## config.mk

```make
export PLATFORM = sky130hd
export DESIGN_NAME = lidar_frame_parser
export DESIGN_NICKNAME = d
export VERILOG_FILES = /design/src/hw/rtl/lfp_pkg.sv /design/src/hw/rtl/lfp_cell.sv /design/src/hw/rtl/lfp_ctrl.sv /design/src/hw/rtl/lidar_frame_parser.sv
export SDC_FILE = /design/constraint.sdc
export NUM_CORES = 1
export LEC_CHECK = 0
export BUFFER_PORTS_ARGS = -buffer_cell sky130_fd_sc_hd__buf_2
export CAP_MARGIN = 20
export CORE_MARGIN = 4
export CORE_UTILIZATION = 56
export DETAILED_ROUTE_END_ITERATION = 16
export PLACE_DENSITY = 0.74
export SYNTH_ARGS = -nofsm -noshare
export SYNTH_HDL_FRONTEND = slang
export SYNTH_SLANG_ARGS = --single-unit
```

## constraint.sdc

```tcl
create_clock -name clk -period 3.9 [get_ports clk]
set_input_delay 0.78 -clock clk [delete_from_list [all_inputs] [get_ports clk]]
set_output_delay 0.78 -clock clk [all_outputs]
set_load 0.01 [all_outputs]
```

## src/hw/rtl/lfp_pkg.sv

```systemverilog
// Shared constants, types and codes of the lidar frame parser.
package lfp_pkg;

    localparam int PAYLOAD_BYTES = 6;
    localparam int COUNT_W       = $clog2(PAYLOAD_BYTES + 1);
    localparam int CFG_INDEX_W   = 2;

    localparam logic [CFG_INDEX_W-1:0] REG_SYNC_BYTE     = CFG_INDEX_W'(0);
    localparam logic [CFG_INDEX_W-1:0] REG_CHECKSUM_SEED = CFG_INDEX_W'(1);

    localparam logic [7:0] SYNC_BYTE_RESET     = 8'd89;
    localparam logic [7:0] CHECKSUM_SEED_RESET = 8'd178;

    typedef enum logic [1:0] {
        PH_SYNC1,
        PH_SYNC2,
        PH_DATA
    } phase_t;

    // Per-beat events from the frame controller
    typedef struct packed {
        logic shift;    // payload byte accepted: advance the cell chain
        logic emit;     // checksum byte accepted: load the result register
        logic ok;       // checksum matched on this beat
        logic at_check; // next accepted byte is the checksum byte
    } lfp_evt_t;

endpackage

```

## src/hw/rtl/lfp_cell.sv

```systemverilog
// One byte cell of the payload chain: load from the left neighbor on shift.
module lfp_cell (
    input  logic       clk,
    input  logic       shift,
    input  logic [7:0] byte_in,
    output logic [7:0] byte_out
);

    logic [7:0] data_reg;

    always_ff @(posedge clk)
    begin
        if (shift)
        begin
            data_reg <= byte_in;
        end
    end

    assign byte_out = data_reg;

endmodule

```

## src/hw/rtl/lfp_ctrl.sv

```systemverilog
// Frame controller: sync hunt, payload byte count and running checksum.
module lfp_ctrl (
    input  logic            clk,
    input  logic            rst_n,
    input  logic            accept,
    input  logic [7:0]      rx_byte,
    input  logic [7:0]      sync_byte,
    input  logic [7:0]      checksum_seed,
    output lfp_pkg::lfp_evt_t evt
);

    lfp_pkg::phase_t                 phase_reg, phase_next;
    logic [lfp_pkg::COUNT_W-1:0]     count_reg, count_next;
    logic [7:0]                      sum_reg, sum_next;
    logic                            sync_hit;
    logic                            count_full;

    assign sync_hit   = (rx_byte == sync_byte);
    assign count_full = (count_reg == lfp_pkg::COUNT_W'(lfp_pkg::PAYLOAD_BYTES));

    always_comb
    begin
        phase_next = phase_reg;
        case (phase_reg)
            lfp_pkg::PH_SYNC1:
            begin
                if (accept && sync_hit)
                begin
                    phase_next = lfp_pkg::PH_SYNC2;
                end
            end
            lfp_pkg::PH_SYNC2:
            begin
                if (accept)
                begin
                    phase_next = sync_hit ? lfp_pkg::PH_DATA : lfp_pkg::PH_SYNC1;
                end
            end
            lfp_pkg::PH_DATA:
            begin
                if (accept && count_full)
                begin
                    phase_next = lfp_pkg::PH_SYNC1;
                end
            end
            default:
            begin
                phase_next = lfp_pkg::PH_SYNC1;
            end
        endcase
    end

    always_comb
    begin
        count_next   = count_reg;
        sum_next     = sum_reg;
        evt.shift    = 1'b0;
        evt.emit     = 1'b0;
        evt.ok       = (sum_reg == rx_byte);
        evt.at_check = 1'b0;
        case (phase_reg)
            lfp_pkg::PH_SYNC2:
            begin
                if (accept && sync_hit)
                begin
                    count_next = '0;
                    sum_next   = checksum_seed;
                end
            end
            lfp_pkg::PH_DATA:
            begin
                evt.at_check = count_full;
                if (accept)
                begin
                    if (count_full)
                    begin
                        evt.emit = 1'b1;
                    end
                    else
                    begin
                        evt.shift  = 1'b1;
                        count_next = count_reg + 1'b1;
                        sum_next   = sum_reg + rx_byte;
                    end
                end
            end
            default:
            begin
                count_next = count_reg;
            end
        endcase
    end

    always_ff @(posedge clk or negedge rst_n)
    begin
        if (!rst_n)
        begin
            phase_reg <= lfp_pkg::PH_SYNC1;
            count_reg <= '0;
            sum_reg   <= '0;
        end
        else
        begin
            phase_reg <= phase_next;
            count_reg <= count_next;
            sum_reg   <= sum_next;
        end
    end

endmodule

```

## src/hw/rtl/lidar_frame_parser.sv

```systemverilog
// Top level of the lidar frame parser: controller, payload cell chain, result register.
// A result beat becomes valid in the cycle after its checksum byte is accepted.
// Throughput: one byte per cycle; only the checksum byte waits, and only while an
//   earlier result still sits stalled in the output register.
// Reset: rst_n clears the hunt state, count, sum, output valid and restores the
//   registers to sync_byte 89 and checksum_seed 178. Payload cells are not reset.
module lidar_frame_parser (
    input  logic                            clk,
    input  logic                            rst_n,
    // byte input channel
    input  logic                            in_valid,
    output logic                            in_stall,
    input  logic [7:0]                      rx_byte,
    // result channel
    output logic                            out_valid,
    input  logic                            out_stall,
    output logic [15:0]                     distance,
    output logic [15:0]                     strength,
    output logic [7:0]                      integration_time,
    output logic                            checksum_ok,
    // configuration write channel
    input  logic                            cfg_valid,
    output logic                            cfg_ready,
    input  logic [lfp_pkg::CFG_INDEX_W-1:0] cfg_index,
    input  logic [7:0]                      cfg_data
);

    localparam int N = lfp_pkg::PAYLOAD_BYTES;

    logic [7:0]        sync_byte_reg;
    logic [7:0]        seed_reg;
    logic              in_accept;
    logic              out_take;
    lfp_pkg::lfp_evt_t evt;
    logic [7:0]        cell_byte [N];

    logic              out_valid_reg, out_valid_next;
    logic [15:0]       distance_reg;
    logic [15:0]       strength_reg;
    logic [7:0]        itime_reg;
    logic              ok_reg;

    // Configuration writes land at once; unknown indexes are dropped.
    assign cfg_ready = 1'b1;

    always_ff @(posedge clk or negedge rst_n)
    begin
        if (!rst_n)
        begin
            sync_byte_reg <= lfp_pkg::SYNC_BYTE_RESET;
            seed_reg      <= lfp_pkg::CHECKSUM_SEED_RESET;
        end
        else if (cfg_valid && cfg_ready)
        begin
            case (cfg_index)
                lfp_pkg::REG_SYNC_BYTE:     sync_byte_reg <= cfg_data;
                lfp_pkg::REG_CHECKSUM_SEED: seed_reg      <= cfg_data;
                default:                    sync_byte_reg <= sync_byte_reg;
            endcase
        end
    end

    // Hold only the checksum byte while the previous result is still stalled;
    // every other byte passes straight through.
    assign out_take  = out_valid_reg && !out_stall;
    assign in_stall  = evt.at_check && out_valid_reg && out_stall;
    assign in_accept = in_valid && !in_stall;

    lfp_ctrl u_ctrl (
        .clk           (clk),
        .rst_n         (rst_n),
        .accept        (in_accept),
        .rx_byte       (rx_byte),
        .sync_byte     (sync_byte_reg),
        .checksum_seed (seed_reg),
        .evt           (evt)
    );

    // Payload chain: each payload beat enters cell 0 and every cell hands its
    // byte to the next. After a full payload, cell N-1 holds payload byte 0.
    genvar k;
    generate
        for (k = 0; k < N; k++)
        begin : g_cell
            if (k == 0)
            begin : g_head
                lfp_cell u_cell (
                    .clk      (clk),
                    .shift    (evt.shift),
                    .byte_in  (rx_byte),
                    .byte_out (cell_byte[k])
                );
            end
            else
            begin : g_body
                lfp_cell u_cell (
                    .clk      (clk),
                    .shift    (evt.shift),
                    .byte_in  (cell_byte[k-1]),
                    .byte_out (cell_byte[k])
                );
            end
        end
    endgenerate

    // Result register: load on the checksum beat, drop valid once taken.
    always_comb
    begin
        out_valid_next = out_valid_reg;
        if (evt.emit)
        begin
            out_valid_next = 1'b1;
        end
        else if (out_take)
        begin
            out_valid_next = 1'b0;
        end
    end

    always_ff @(posedge clk or negedge rst_n)
    begin
        if (!rst_n)
        begin
            out_valid_reg <= 1'b0;
        end
        else
        begin
            out_valid_reg <= out_valid_next;
        end
    end

    always_ff @(posedge clk)
    begin
        if (evt.emit)
        begin
            ok_reg <= evt.ok;
            if (evt.ok)
            begin
                distance_reg <= {cell_byte[N-2], cell_byte[N-1]};
                strength_reg <= {cell_byte[N-4], cell_byte[N-3]};
                itime_reg    <= cell_byte[N-5];
            end
            else
            begin
                distance_reg <= '0;
                strength_reg <= '0;
                itime_reg    <= '0;
            end
        end
    end

    assign out_valid        = out_valid_reg;
    assign distance         = distance_reg;
    assign strength         = strength_reg;
    assign integration_time = itime_reg;
    assign checksum_ok      = ok_reg;

endmodule

```

* Word level (Yosys, flattened, before mapping) *
Index checks and enable logic that the tools add are counted.

cells by class
  add/sub/neg operators = 2
  equality and inequality tests = 12
  mux-type cells = 20
  reduce and logical (&&, ||, !) cells = 16

operator list
  cell                 number
  $mux 8               3
  $eq 8x8->1           2
  $pmux 8 s2           1
  $mux 2               6
  $ne 2x1->1 const B   5
  $mux 3               3
  $add 8x8->8          1
  $logic_and 1x1->1    6
  $pmux 2 s3           1
  $pmux 3 s2           1
  $mux 1               5
  $eq 2x1->1 const B   2
  $logic_not 2->1      2
  $reduce_and 2->1     2
  $reduce_and 4->1     1
  $reduce_bool 2->1    2
  $add 3x1->3 const B  1
  $eq 3x3->1 const B   1
  $reduce_and 3->1     1
  $eq 2x2->1 const B   1
  $logic_not 1->1      2
  $ne 2x2->1 const B   1

word-level totals
  register bits = 119
  word-level logic and storage cells = 66

* Longest topological paths before layout *
  word-level depth = 9
  mapped depth = 10
  depth with buffers taken out = 9

* By module *
Synthesis repeated with hierarchy kept, for this count alone.

unflattened totals
  cells, all modules = 303
  area total of the unflattened synthesis = 4764.6 um^2

by module, submodules not included
  module              instances  cells each  area an instance (um^2)
  lidar_frame_parser  1          125         2173.3
  lfp_cell            6          8           240.2
  lfp_ctrl            1          130         1149.9

* Worst setup path before layout *
Ideal clock, no wire load.

  path type = input port to flip-flop
  from = in out_stall
  to = reg ok_reg (netlist: checksum_ok) (enable)
  setup time = 440 ps
  arrival time = 2751 ps
  path slack = 710 ps
  stages = 3
  buffers on the path = 0
  path through = nand2_1 > o2111ai_1 > nor2_1

RTL lines
  item                  RTL line                   RTL
  start, declared       lidar_frame_parser.sv:16   input logic out_stall,
  end signal, assigned  lidar_frame_parser.sv:136  ok_reg <= evt.ok;
  end, declared         lidar_frame_parser.sv:41   logic ok_reg;

* Worst setup path after layout *
  from = reg u_ctrl.phase_reg[0]
  to = out in_stall

on the way
  word-level cells in the longest chain between the ends = 4

ends and longest elaborated chain
  item                            RTL line                  RTL
  start, declared                 lfp_ctrl.sv:12            lfp_pkg::phase_t phase_reg, phase_next;
  start signal, assigned          lfp_ctrl.sv:98            phase_reg <= lfp_pkg::PH_SYNC1;
  start signal, assigned          lfp_ctrl.sv:104           phase_reg <= phase_next;
  $eq 2x2->1                      lfp_ctrl.sv:61            case (phase_reg)
  $mux 1                          lfp_ctrl.sv:61
  $logic_and 1x1->1 (2 in a row)  lidar_frame_parser.sv:66  assign in_stall = evt.at_check && out_valid_reg && out_stall;
  end, declared                   lidar_frame_parser.sv:12  output logic in_stall,

No other way between the ends.

==> metrics.md <==
| Metric | Value |
|---|---|
| Layout Skew | `approximately 11 ps` |
| Fillers | `between 500 and 600` |
| Most common cell after layout, fill and taps aside | `edfxtp_1` |
| Total Negative Setup Slacks | `0 ps` |
| Sequential power share | `0.462` |
| DIE AREA | `9860 µm²` |
| Fmax | `approximately 350 MHz` |
| Drt initial violations | `just over 80` |
| Leakage | `about 0.0021 µW` |
| Worst EP required | `around 3100 ps` |
| Initial antenna violation count | `0` |
| Synth Area in XOR/XNOR | `0.0225` |
| Least-Margin Pin Slew | `approximately 1000 ps` |
| Largest family of logic cells by synthesized area | `simple AND/OR/NAND/NOR gates` |
| MaxCap Viol Count | `0` |
| Mapped Nets | `327` |
| Switch Pwr | `about 650 µW` |
| Final period utilization | `0.726` |
| Logic pwr share | `0.047` |
| Synth Area per Inst | `~16 µm²` |
| Clock transition at path regs | `60 ps` |
| Vias in the first global route | `between 2,000 and 3,000` |
| Worst hold slack | `approximately 310 ps` |
| Area share of fa/ha/maj cells after synthesis | `0.0284` |
| Die height | `about 99 µm` |
| Post-cts repair resize count | `0` |
| # hold bufs at CTS | `0` |
| Cell area power density | `about 540 nW/µm²` |
| IO buf count | `65` |
| RSZ-0062 raised after global routing | `no` |
| Fin area | `approximately 5700 µm²` |
| Die X | `about 100 µm` |
| Clock Path Buffers | `2` |
| Num CTS Buffers | `17` |
| Yosys top cell by area | `edfxtp_1` |
| Via density | `roughly 5.3` |
| Routed Antenna Nets | `0` |
| Fin crit period | `around 2800 ps` |
| Crit Reg-Reg Startpoint | `u_ctrl.phase_reg[1]` |
| Root buffer cell | `clkbuf_8` |
| CP endpoint kind | `output port` |
| GPL Wtd Cong | `about 0.85` |
| Post-CTS Setup Inserts | `0` |
| GRT overflow | `0` |
| Multiplexer area fraction after synthesis | `0.0477` |
| Sw frac | `0.209` |
| CTS HTree Levels | `4` |
| Hold Crit Class | `primary input to async pin` |
| Status | `finished clean` |
| Max reg flops | `40` |
| Area post-placement | `5100 µm²` |
| Post-layout util | `0.696` |
| DRC | `0` |
| CP Class | `flop to output port` |
| Total GRT Usage | `0.170` |
| Yosys top cell area share | `0.572` |
| Post-synth cell types | `43` |
| Setup violators final | `0` |
| Crit Path Max Fanout | `20` |
| First drt pass iteration count | `4` |
| Share of cells above drive strength 1 | `0.339` |
| Arr. time, crit path | `~2100 ps` |
| Area contributors post-synth | `edfxtp_1 57%, dfrtp_1 12%, and2_1 5.4%` |
| Most frequent cells in the layout | `89 x edfxtp_1, 65 x buf_2, 40 x and2_1` |
| Mapped Cells | `slightly below 300` |
| Critical R2R Capture | `strength[3]` |
| P_int | `around 2400 µW` |
| Seq/Total Area, Yosys | `0.735` |
| Via count | `between 2,000 and 3,000` |
| R2R depth | `4` |
| FP Rows | `33` |
| FF+latch count, synth | `119` |
| Synth Area in Simple Gates | `0.104` |
| Ant. Diodes | `0` |
| Hpwl dp | `roughly 5100 µm` |
| Slew headroom | `0.333` |
| Final Net Count | `404` |
| Num ports | `67` |
| Compound-Gate Fraction of Synth Area | `0.0431` |
| VDD IR max | `~0.36 mV` |
| Final Max Tran Viols | `0` |
| Post-synthesis cell area | `4670 µm²` |
| Startpoint types | `flop` |
| Hold Fails Final Rpt | `0` |
| Drt wl/cell | `around 16 µm` |
| Routed wire length | `7650 µm` |
| Yosys warns | `0` |
| Largest net degree at the start of global routing | `between 40 and 50` |
| Dpl ws | `between 1000 and 1500 ps` |
| Clk_lat worst skew | `~510 ps` |
| CTS tree | `yes` |
| Final WS setup | `~1100 ps` |
| Core area | `about 8000 µm²` |
| Clock power share | `0.492` |
| Area Growth Syn to Fin | `21.9%` |
| Clk sinks | `119` |
| R2r setup slk | `roughly 1200 ps` |
| Global-route wire length before repair | `roughly 13,000 µm` |
| Initial Util | `0.571` |
## cells in the mapped netlist (all sizes together)
cell / count
conb: 1
ha: 9
o21bai: 1
nor2b: 4
or3: 1
mux2: 18
nor3: 3
o2111ai: 1
and2: 40
nor4: 4
edfxtp: 89
nand3: 3
o21ai: 13
xor2: 10
o41ai: 1
dfstp: 8
clkbuf: 4
o31a: 2
dfrtp: 22
o211ai: 1
inv: 8
o21a: 1
nand2b: 1
and3: 1
a21oi: 6
nand2: 13
o2bb2a: 1
o31ai: 1
xnor2: 2
a211oi: 2
nand3b: 2
buf: 5
nor2: 8
nor3b: 2
nand4b: 2
mux2i: 2
fa: 1
a31oi: 1
## worst max-delay path: stages, from the launching register on
cell      delay [ps]
dfrtp_1          390
nand2b_1         500
nor3_1           460
buf_2            200
## metal layers
layer	track usage	share of wire	vias up	routed length (µm)
met1	0.209	0.41	1239	3110
met2	0.275	0.51	89	3880
met4	0.0494	0.0077	0	59
met5	0	0	-	0
li1	-	-	1228	-
met3	0.0736	0.078	7	595
## worst max-delay path by stage
| stage | start | to | slack (ps) | depth (start not counted) |
|---|---|---|---|---|
| after CTS | u_ctrl.phase_reg[0] | in_stall | 1070 | 3 |
| after global placement | rx_byte[1] | u_ctrl.sum_reg[7] | 1160 | 8 |
| after floorplan | out_stall | checksum_ok | 710 | 3 |
| after global routing | u_ctrl.phase_reg[0] | in_stall | 900 | 3 |
| final | u_ctrl.phase_reg[0] | in_stall | 1070 | 3 |
| after detailed placement | rx_byte[5] | u_ctrl.sum_reg[7] | 1130 | 7 |
## final cells by class
type                       instances  area [µm²]  share of cell area
sequential                       119        3430               0.603
tap                              105         131              0.0231
clock buffer                      17         414              0.0728
clock inverter                    14         175              0.0308
multi-input combinational        158        1170               0.205
inverter                           8        30.0             0.00528
timing repair buffer              67         340              0.0598
## power groups by stage
| stage | registers, µW | logic, µW | clock network, µW |
|---|---|---|---|
| floorplan | 1440 | 103 | 0 |
| global placement | 1450 | 142 | 0 |
| detailed placement | 1450 | 144 | 0 |
| CTS | 1430 | 146 | 1550 |
| global route | 1430 | 162 | 1620 |
| finish | 1430 | 145 | 1520 |
## kinds of logic after synthesis
logic type	Yosys count
other	1
multiplexers	20
XOR/XNOR	12
flip-flops	119
AND/OR/NAND/NOR	84
AO/OA/AOI/OAI	31
adder cells (fa/ha/maj)	10
buffers and inverters	17
## metrics by stage
| stage | total power, µW | std cells |
|---|---|---|
| 2_1_floorplan | 1550 | 294 |
| 3_3_place_gp | 1590 | 457 |
| 3_5_place_dp | 1600 | 457 |
| 4_1_cts | 3120 | 488 |
| 5_1_grt | 3220 | 488 |
| 6_report | 3090 | 488 |
Note: power is estimated with default switching activity, not from simulation.
